$ cat src/design/ppid_pkg.sv
// ----------------------------------------------------------------------------
// Position PID package
// Widths, register indexes, reset values and loop constants shared by the
// position PID controller and its checker.
// ----------------------------------------------------------------------------
package ppid_pkg;

    localparam int POS_W    = 32;
    localparam int GAIN_W   = 16;
    localparam int OUTLIM_W = 16;
    localparam int ILIM_W   = 17;
    localparam int INTEG_W  = 18;
    localparam int DRIVE_W  = 29;
    localparam int FRAC_W   = 12;

    localparam int S_TDATA_W = 32;
    localparam int M_TDATA_W = 32;
    localparam int CFG_IDX_W = 3;
    localparam int CFG_DAT_W = 32;

    typedef logic [CFG_IDX_W-1:0] cfg_index_t;

    localparam cfg_index_t REG_SETPOINT   = 3'd0;
    localparam cfg_index_t REG_GAIN_P     = 3'd1;
    localparam cfg_index_t REG_GAIN_I     = 3'd2;
    localparam cfg_index_t REG_GAIN_D     = 3'd3;
    localparam cfg_index_t REG_MAX_OUTPUT = 3'd4;
    localparam cfg_index_t REG_MIN_OUTPUT = 3'd5;
    localparam cfg_index_t REG_INTEG_LIM  = 3'd6;

    localparam logic signed [POS_W-1:0] SETPOINT_RST   = 32'sd6600;
    localparam logic [GAIN_W-1:0]       GAIN_P_RST     = 16'd4198;
    localparam logic [GAIN_W-1:0]       GAIN_I_RST     = 16'd881;
    localparam logic [GAIN_W-1:0]       GAIN_D_RST     = 16'd410;
    localparam logic [OUTLIM_W-1:0]     MAX_OUTPUT_RST = 16'd500;
    localparam logic [OUTLIM_W-1:0]     MIN_OUTPUT_RST = 16'd50;
    localparam logic [ILIM_W-1:0]       INTEG_LIM_RST  = 17'd66000;

    localparam logic signed [POS_W-1:0] DEADBAND    = 32'sd50;
    localparam logic signed [POS_W-1:0] INTEG_ZONE  = 32'sd400;

endpackage

$ cat src/design/position_pid_with_deadband.sv
// ----------------------------------------------------------------------------
// Position PID controller with deadband
// Per-sample PID loop with error deadband, integral zone and clamp, output saturation
// and a minimum drive magnitude, pipelined at one sample a cycle unless stalled.
// ----------------------------------------------------------------------------
// Usage:
// Each transfer on the s_ channel carries one measured position (signed
// encoder counts). Each transfer on the m_ channel carries one drive value,
// signed Q.12 in hundredths, in the low 29 bits of m_tdata.
// The cfg_ channel writes one register per transfer: 0 setpoint, 1 gain_p,
// 2 gain_i, 3 gain_d, 4 max_output, 5 min_output, 6 integral_limit. Other
// indexes are ignored. Write registers only while the block is idle; the
// block itself does not enforce this. One sample is accepted every cycle
// while the receiver takes results; the five pipeline stages (input register,
// error, integral and derivative, products, sum and clamp) each hold one sample.
// The integral and the previous error update in the integral stage, so
// consecutive samples see each other's state without a stall.
// When the receiver stalls, the result holds in the output register and
// empty stages keep filling; s_tready falls once every stage is full.
// Reset clears all stages, the integral and the previous error, and loads
// the default register values.
// ----------------------------------------------------------------------------
module position_pid_with_deadband (
    input  logic                               aclk,
    input  logic                               aresetn,
    input  logic                               s_tvalid,
    output logic                               s_tready,
    input  logic [ppid_pkg::S_TDATA_W-1:0]     s_tdata,   // [31:0] position
    output logic                               m_tvalid,
    input  logic                               m_tready,
    output logic [ppid_pkg::M_TDATA_W-1:0]     m_tdata,   // [28:0] drive, [31:29] zero
    input  logic                               cfg_valid,
    output logic                               cfg_ready,
    input  logic [ppid_pkg::CFG_IDX_W-1:0]     cfg_index,
    input  logic [ppid_pkg::CFG_DAT_W-1:0]     cfg_data
);
    import ppid_pkg::*;

    logic signed [POS_W-1:0]    setpoint_reg;
    logic [GAIN_W-1:0]          gain_p_reg;
    logic [GAIN_W-1:0]          gain_i_reg;
    logic [GAIN_W-1:0]          gain_d_reg;
    logic [OUTLIM_W-1:0]        max_output_reg;
    logic [OUTLIM_W-1:0]        min_output_reg;
    logic [ILIM_W-1:0]          integ_lim_reg;

    logic                       v0_reg, v1_reg, v2_reg, v3_reg, out_v_reg;
    logic                       en0, en1, en2, en3, en4;

    logic signed [POS_W-1:0]    pos_reg;
    logic signed [POS_W-1:0]    err1_reg, err1_next;
    logic signed [POS_W:0]      diff;

    logic signed [INTEG_W-1:0]  integ_reg, integ_next;
    logic signed [POS_W-1:0]    prev_err_reg;
    logic signed [INTEG_W:0]    integ_sum;
    logic signed [INTEG_W:0]    lim_pos;
    logic signed [INTEG_W:0]    lim_neg;
    logic signed [POS_W-1:0]    err2_reg;
    logic signed [POS_W:0]      derr2_reg, derr_next;
    logic                       nz2_reg, nz3_reg;

    logic signed [48:0]         prod_p_reg, prod_p_next;
    logic signed [34:0]         prod_i_reg, prod_i_next;
    logic signed [49:0]         prod_d_reg, prod_d_next;

    logic signed [51:0]         acc;
    logic signed [51:0]         hi_pos;
    logic signed [51:0]         hi_neg;
    logic signed [DRIVE_W-1:0]  sat;
    logic signed [DRIVE_W-1:0]  lo_pos;
    logic signed [DRIVE_W-1:0]  drive_reg, drive_next;

    assign cfg_ready = 1'b1;

    always_ff @(posedge aclk) begin
        if (!aresetn) begin
            setpoint_reg   <= SETPOINT_RST;
            gain_p_reg     <= GAIN_P_RST;
            gain_i_reg     <= GAIN_I_RST;
            gain_d_reg     <= GAIN_D_RST;
            max_output_reg <= MAX_OUTPUT_RST;
            min_output_reg <= MIN_OUTPUT_RST;
            integ_lim_reg  <= INTEG_LIM_RST;
        end else if (cfg_valid) begin
            case (cfg_index)
                REG_SETPOINT:   setpoint_reg   <= $signed(cfg_data[POS_W-1:0]);
                REG_GAIN_P:     gain_p_reg     <= cfg_data[GAIN_W-1:0];
                REG_GAIN_I:     gain_i_reg     <= cfg_data[GAIN_W-1:0];
                REG_GAIN_D:     gain_d_reg     <= cfg_data[GAIN_W-1:0];
                REG_MAX_OUTPUT: max_output_reg <= cfg_data[OUTLIM_W-1:0];
                REG_MIN_OUTPUT: min_output_reg <= cfg_data[OUTLIM_W-1:0];
                REG_INTEG_LIM:  integ_lim_reg  <= cfg_data[ILIM_W-1:0];
                default: ;
            endcase
        end
    end

    // A stage advances when it is empty or the stage after it advances.
    assign en4      = !out_v_reg || m_tready;
    assign en3      = !v3_reg || en4;
    assign en2      = !v2_reg || en3;
    assign en1      = !v1_reg || en2;
    assign en0      = !v0_reg || en1;
    assign s_tready = en0;

    // Error, saturated to 32 bits and zeroed inside the deadband.
    always_comb begin
        diff = {setpoint_reg[POS_W-1], setpoint_reg} - {pos_reg[POS_W-1], pos_reg};
        if (diff[POS_W] != diff[POS_W-1]) begin
            err1_next = diff[POS_W] ? {1'b1, {(POS_W-1){1'b0}}} : {1'b0, {(POS_W-1){1'b1}}};
        end else begin
            err1_next = diff[POS_W-1:0];
        end
        if (err1_next < DEADBAND && err1_next > -DEADBAND) begin
            err1_next = '0;
        end
    end

    // Integral inside the zone with symmetric clamp, and the derivative.
    always_comb begin
        lim_pos   = $signed({2'b00, integ_lim_reg});
        lim_neg   = -lim_pos;
        integ_sum = {integ_reg[INTEG_W-1], integ_reg} + err1_reg[INTEG_W:0];
        integ_next = integ_reg;
        if (err1_reg < INTEG_ZONE && err1_reg > -INTEG_ZONE) begin
            if (integ_sum <= lim_neg) begin
                integ_next = lim_neg[INTEG_W-1:0];
            end else if (integ_sum >= lim_pos) begin
                integ_next = lim_pos[INTEG_W-1:0];
            end else begin
                integ_next = integ_sum[INTEG_W-1:0];
            end
        end
        derr_next = {err1_reg[POS_W-1], err1_reg} - {prev_err_reg[POS_W-1], prev_err_reg};
    end

    always_comb begin
        prod_p_next = $signed({33'd0, gain_p_reg})
                    * $signed({{17{err2_reg[POS_W-1]}}, err2_reg});
        prod_i_next = $signed({19'd0, gain_i_reg})
                    * $signed({{17{integ_reg[INTEG_W-1]}}, integ_reg});
        prod_d_next = $signed({34'd0, gain_d_reg})
                    * $signed({{17{derr2_reg[POS_W]}}, derr2_reg});
    end

    // Sum, saturation at max_output and the raise to min_output.
    always_comb begin
        acc = {{3{prod_p_reg[48]}}, prod_p_reg}
            + {{17{prod_i_reg[34]}}, prod_i_reg}
            + {{2{prod_d_reg[49]}}, prod_d_reg};
        hi_pos = $signed({24'd0, max_output_reg, 12'd0});
        hi_neg = -hi_pos;
        if (acc > hi_pos) begin
            sat = hi_pos[DRIVE_W-1:0];
        end else if (acc < hi_neg) begin
            sat = hi_neg[DRIVE_W-1:0];
        end else begin
            sat = acc[DRIVE_W-1:0];
        end
        lo_pos     = $signed({1'b0, min_output_reg, 12'd0});
        drive_next = sat;
        if (nz3_reg) begin
            if (sat > 0 && sat < lo_pos) begin
                drive_next = lo_pos;
            end else if (sat < 0 && sat > -lo_pos) begin
                drive_next = -lo_pos;
            end
        end
    end

    always_ff @(posedge aclk) begin
        if (!aresetn) begin
            v0_reg       <= 1'b0;
            v1_reg       <= 1'b0;
            v2_reg       <= 1'b0;
            v3_reg       <= 1'b0;
            out_v_reg    <= 1'b0;
            integ_reg    <= '0;
            prev_err_reg <= '0;
        end else begin
            if (en0) begin
                v0_reg <= s_tvalid;
            end
            if (en1) begin
                v1_reg <= v0_reg;
            end
            if (en2) begin
                v2_reg <= v1_reg;
                if (v1_reg) begin
                    integ_reg    <= integ_next;
                    prev_err_reg <= err1_reg;
                end
            end
            if (en3) begin
                v3_reg <= v2_reg;
            end
            if (en4) begin
                out_v_reg <= v3_reg;
            end
        end
    end

    always_ff @(posedge aclk) begin
        if (en0 && s_tvalid) begin
            pos_reg <= $signed(s_tdata[POS_W-1:0]);
        end
        if (en1) begin
            err1_reg <= err1_next;
        end
        if (en2) begin
            err2_reg  <= err1_reg;
            derr2_reg <= derr_next;
            nz2_reg   <= (err1_reg != 0);
        end
        if (en3) begin
            prod_p_reg <= prod_p_next;
            prod_i_reg <= prod_i_next;
            prod_d_reg <= prod_d_next;
            nz3_reg    <= nz2_reg;
        end
        if (en4) begin
            drive_reg <= drive_next;
        end
    end

    assign m_tvalid = out_v_reg;
    assign m_tdata  = {{(M_TDATA_W-DRIVE_W){1'b0}}, drive_reg};

endmodule

$ cat config.mk
export PLATFORM = sky130hd
export DESIGN_NAME = position_pid_with_deadband
export DESIGN_NICKNAME = d
export VERILOG_FILES = /design/src/design/ppid_pkg.sv /design/src/design/position_pid_with_deadband.sv
export SDC_FILE = /design/constraint.sdc
export NUM_CORES = 2
export LEC_CHECK = 0
export BUFFER_PORTS_ARGS = -buffer_cell sky130_fd_sc_hd__buf_2
export CORE_MARGIN = 2
export CORE_UTILIZATION = 26
export CTS_BUF_LIST = sky130_fd_sc_hd__clkbuf_4
export DETAILED_ROUTE_END_ITERATION = 16
export PLACE_DENSITY = 0.5
export SLEW_MARGIN = 20
export SYNTH_ARGS = -nofsm -noshare
export SYNTH_HDL_FRONTEND = slang
export SYNTH_SLANG_ARGS = --single-unit
$ cat constraint.sdc
create_clock -name aclk -period 9.05 [get_ports aclk]
set_input_delay 1.81 -clock aclk [delete_from_list [all_inputs] [get_ports aclk]]
set_output_delay 1.81 -clock aclk [all_outputs]
set_load 0.01 [all_outputs]
Word level (Yosys, flattened, before mapping)
Index checks and enable logic that the tools add are counted.

word-level totals
  bits in registers = 478
  input bits = 72
  output and inout port bits = 35
  logic and storage cells = 89

operators by class
  add/subtract/negate cells = 8
  multiply operators = 3
  magnitude comparators = 12
  eq/ne operators = 7
  multiplexer cells = 9
  reductions and logical operators = 26

operators with widths
  kind                                                   count
  2-to-1 mux 29 bit                                      5
  subtractor 32 x 32 -> 33 bit                           2
  2-to-1 mux 32 bit                                      2
  < comparator 51 x 52 -> 1 bit                          1
  negation 28 -> 52 bit                                  1
  adder 50 x 50 -> 51 bit                                1
  > comparator 51 x 29 -> 1 bit                          1
  adder 49 x 35 -> 50 bit                                1
  multiplier 17 x 33 -> 50 bit                           1
  multiplier 17 x 32 -> 49 bit                           1
  2-to-1 mux 18 bit                                      2
  multiplier 17 x 18 -> 35 bit                           1
  > comparator 32 x 10 -> 1 bit (second input constant)  1
  > comparator 32 x 7 -> 1 bit (second input constant)   1
  < comparator 32 x 10 -> 1 bit (second input constant)  1
  < comparator 32 x 7 -> 1 bit (second input constant)   1
  nonzero test 32 bit                                    1
  > comparator 29 x 1 -> 1 bit (second input constant)   1
  > comparator 29 bit                                    1
  < comparator 29 x 1 -> 1 bit (second input constant)   1
  < comparator 29 bit                                    1
  negation 28 -> 29 bit                                  1
  adder 19 bit                                           1
  greater-or-equal comparator 19 x 18 -> 1 bit           1
  12 further kinds                                       34

Longest topological paths before layout
  word-level depth = 10
  depth in mapped cells = 51
  depth with buffers taken out = 48

Worst setup path after synthesis
Ideal clock, no wire load.

  path kind = flip-flop to flip-flop
  start = register prod_i_reg[34]
  end = register drive_reg[27], data pin
  library setup time = 0.258 ns
  arrival time = 9.430 ns
  setup slack = -0.638 ns
  stages on the path, launching flop included = 47
  clock period less this slack = 9.688 ns
  cell sequence = edfxtp_1 -> fa_1 -> ha_1 -> clkbuf_1 -> a21oi_1 -> o21ai_0 -> a21o_1 -> o21a_1 -> o21ai_0 -> o211ai_1 -> a2111o_1 -> and2_1 -> xnor2_1 -> ha_1 -> a21o_1 -> a21o_1 -> a21o_1 -> a21o_1 -> [... 11 more ...] -> ha_1 -> o21a_1 -> o21a_1 -> o21a_1 -> o21a_1 -> o21a_1 -> o21a_1 -> o21ai_0 -> nand2b_1 -> a21oi_1 -> o21ai_0 -> a21oi_1 -> o21bai_1 -> nor2_1 -> nor3_2 -> a21oi_2 -> buf_2 -> o221a_2

on the way
  word-level cells in the longest chain between the ends = 10

ends and longest elaborated chain
  element                                                                     RTL line                           RTL
  from (decl)                                                                 position_pid_with_deadband.sv:64   logic signed [34:0] prod_i_reg, prod_i_next;
  from (signal assigned)                                                      position_pid_with_deadband.sv:218  prod_i_reg <= prod_i_next;
  adder 49 x 35 -> 50 bit (*)                                                 position_pid_with_deadband.sv:150  + {{17{prod_i_reg[34]}}, prod_i_reg}
  adder 50 x 50 -> 51 bit (*)                                                 position_pid_with_deadband.sv:151  + {{2{prod_d_reg[49]}}, prod_d_reg};
  < comparator 51 x 52 -> 1 bit                                               position_pid_with_deadband.sv:156  end else if (acc < hi_neg) begin
  2-to-1 mux 29 bit                                                           position_pid_with_deadband.sv:156
  2-to-1 mux 29 bit (*)                                                       position_pid_with_deadband.sv:154  if (acc > hi_pos) begin
  < comparator 29 x 1 -> 1 bit / > comparator 29 bit (equally long branches)  position_pid_with_deadband.sv:166  end else if (sat < 0 && sat > -lo_pos) begin
  logical AND 1 bit                                                           position_pid_with_deadband.sv:166
  2-to-1 mux 29 bit                                                           position_pid_with_deadband.sv:166
  2-to-1 mux 29 bit                                                           position_pid_with_deadband.sv:164  if (sat > 0 && sat < lo_pos) begin
  2-to-1 mux 29 bit (*)                                                       position_pid_with_deadband.sv:163  if (nz3_reg) begin
  named net drive_next[27]                                                    position_pid_with_deadband.sv:72   logic signed [DRIVE_W-1:0] drive_reg, drive_next;
  to (signal assigned)                                                        position_pid_with_deadband.sv:223  drive_reg <= drive_next;
  to (decl)                                                                   position_pid_with_deadband.sv:72

The timed path passes the listed nets; every way through them passes the cells marked *.
A chain may end at the register's enable or synchronous reset.

Worst setup path in the final report
  start = register prod_i_reg[1]
  end = register drive_reg[7], data pin

Same word-level chain as after synthesis.

==> summary.txt <==
CTS
  • H-tree depth: 4
  • CTS clk-pin slew, worst paths: 70 ps
  • Num CTS Buffers: ~140
  • Clk buf depth: 3
  • Worst-Skew Late Latency: roughly 1100 ps
  • CTS root buffer: clkbuf_4
  • CTS tree: built
  • # clock sinks: roughly 480

Synth
  • Yosys warns: 0
  • Post-synth EDFFs: 294
  • Seq/Total Area, Yosys: ~16%
  • Synthesis-stage register bit count: approximately 480
  • Synth unique cells: 94
  • Ys async rst share: 0%
  • Synth Instances: 8325
  • Cell Area, Synth: 0.0761 mm^2
  • Post-synth top flop: edfxtp_1
  • Syn_area_per_cell: between 9 and 10 um^2

Worst setup path
  • Crit Path Max Fanout: 8
  • CP required: between 9000 and 10000 ps
  • RR Startpoint: prod_i_reg[1]
  • CP startpoint: prod_i_reg[1]
  • Worst path arrival time: just over 10000 ps
  • Crit. End Element: register
  • CP max stage delay: between 400 and 500 ps
  • Critical path class: register to register
  • CP most frequent cell: o21a_1
  • Critical Path Start Type: register
  • Slowest CP cell: or4_4

Routing
  • DRT iter0 DRCs: roughly 4200
  • Post-route ant nets: 0
  • Final WL: between 200 and 300 mm
  • DR vias/cell: between 4 and 5
  • DR WL/cell: 20.3 um
  • TritonRoute pass-1 iters: 6
  • Vias: about 59000
  • Number of remaining DRC errors: 0

STA
  • # setup viols final: 28
  • Setup total negative slack: -7660 ps
  • Fin crit period: between 9000 and 10000 ps
  • Clock Skews: 144 ps
  • Final Cycle Share: 104%
  • Worst-Margin Slew: 1200 ps
  • Fmax: 106 MHz
  • Slew headroom: about a fifth
  • Fin. Hold Viols: 0
  • Slew Viols, Final: 0
  • Worst setup margin: -359 ps
  • Worst hold slack: between 400 and 500 ps
  • RSZ-0062 raised after global routing: yes

Cells and area
  • Fill cells: 30785
  • Share of cells above drive strength 1: 11.0%
  • Design area: between 0.08 and 0.09 mm^2
  • Area Overhead vs Synth: 13.8%
  • Max FFs per register: 50
  • Layout Nets: 10729

Hold path
  • HP Start: nz2_reg
  • Worst hold path class: register to register

Job
  • Number of max-cap violations: 0

GRT
  • First-pass GRT wire length: slightly below 400 mm
  • Initial antenna violation count: 27
  • Vias in the first global route: 62910
  • GR Util All Layers: ~18%
  • Pin count of the biggest net entering global routing: 75
  • Remaining Overflow, GRT: 0

Floorplanning
  • Core Footprint: between 0.2 and 0.3 mm^2
  • Die Wd: roughly 540 um
  • Die height: around 540 um
  • Initial core utilization: between 20% and 30%
  • Ports: about 110
  • Site row count: ~200
  • Die area: roughly 0.30 mm^2

Place
  • Pre-CTS WS: -710 ps
  • Dpl hpwl: 215 mm
  • Final RePlAce weighted congestion: between 0.9 and 1
  • Port Buffer Count: 102
  • Placed cell area: roughly 0.084 mm^2

Outcome
  • Violated checks: negative setup slack
  • Status: finished with violations
==> final timing paths <==
check / end / slack [ps] / cells after the start
worst max-delay path: drive_reg[7] / -360 / 47
worst min-delay path: nz3_reg / 420 / 0
worst max register to register: drive_reg[7] / -360 / 47
worst min register to register: nz3_reg / 420 / 0
==> critical path: cells and delay by family, from the launching register on <==
kind	cells	cell delay, ps
AO/OA/AOI/OAI	22	3590
buffers and inverters	5	500
XOR/XNOR	1	150
adder cells (fa/ha/maj)	5	1450
AND/OR/NAND/NOR	14	3140
flip-flops	1	390
==> Yosys cell counts, types with 28 or more instances <==
cell,count,area share [%]
nor3_1,114,0.75
edfxtp_1,294,12
a21oi_1,269,1.8
nor2_1,236,1.2
nand2b_1,32,0.26
a21boi_0,136,1.3
o211ai_1,28,0.28
o21a_1,67,0.66
nor4_1,40,0.33
xor2_1,55,0.63
and3_1,33,0.27
o21bai_1,32,0.32
a21o_1,87,0.86
nor2b_1,45,0.37
or3_1,32,0.26
fa_1,1339,35
o21ai_0,142,0.93
nand4_1,47,0.39
inv_1,1648,8.1
clkbuf_1,295,1.5
a211oi_1,36,0.36
nand2_1,1321,6.5
nand3_1,109,0.72
dfxtp_1,184,4.8
and2_1,548,4.5
ha_1,582,9.6
xnor2_1,217,2.5
==> area by class of cell <==
type | instances | area (um^2) | area share, %
Tap cell | 3900 | 4880 | 5.64
Sequential cell | 478 | 12500 | 14.5
Clock inverter | 41 | 278 | 0.321
Multi-Input combinational cell | 5873 | 56600 | 65.4
Clock buffer | 201 | 1510 | 1.74
Antenna cell | 32 | 80.1 | 0.0925
Timing Repair Buffer | 597 | 4460 | 5.16
Inverter | 1650 | 6200 | 7.16
==> logic make-up after synthesis <==
logic type	count (synthesis)	share of synthesized area [%]
and+or+nand+nor	2628	16.3
buffers and inverters	1976	9.82
adders and majority gates	1922	44.8
AOI/OAI and AO/OA	1017	9.04
DFF	478	16.4
xor gates and xnor gates	272	3.13
muxes	30	0.414
other	2	0.00987
==> metrics by stage <==
stage               instances  utilization [%]
floorplan                8327                -
global placement        12460             28.8
detailed placement      12460             28.8
CTS                     12721             29.6
global route            12767             29.7
finish                  12772             29.7
==> metal layers <==
layer / vias to the layer above / wire, um / GRT usage (%)
li1: 27029 / - / -
met1: 30295 / 116000 / 24.2
met2: 1789 / 118000 / 28.6
met3: 359 / 14700 / 2.47
met4: 16 / 10600 / 6.48
met5: - / 102 / 0
==> cells in the final DEF (no fill, tap or decap), types with 12 or more instances in the layout <==
master    count
buf_12       15
buf_2       101
or2_2        16
dfxtp_1     173
mux2_2       12
diode_2      32
edfxtp_1    294
o221ai_1     12
xnor2_1     213
and2_1      548
o21ai_0     136
nor4_1       31
o21a_1       67
nor2_1      231
nand4_1      47
and3_1       30
buf_4       474
a211oi_1     32
nand2b_1     32
a21boi_0    136
mux2i_1      18
o21bai_1     31
nand2_1    1319
a21o_1       87
clkbuf_4    201
a31oi_1      23
a311oi_1     13
a21oi_1     262
or3_1        31
fa_1       1338
nand3_1     108
o211ai_1     28
nor3_1      111
clkinv_1     23
nor2b_1      44
xor2_1       54
ha_1        580
inv_1      1639
==> repair_timing <==
action,CTS,global route
buffers inserted,20,20
gates cloned,1,0
pin swaps,38,28
hold buffers,0,0
endpoints found under the setup margin,28,37
gates resized for setup,59,42
Power is left out: the tool's default activity adds up to more than one toggle a clock period on the data nets, which glitch-free logic cannot reach.
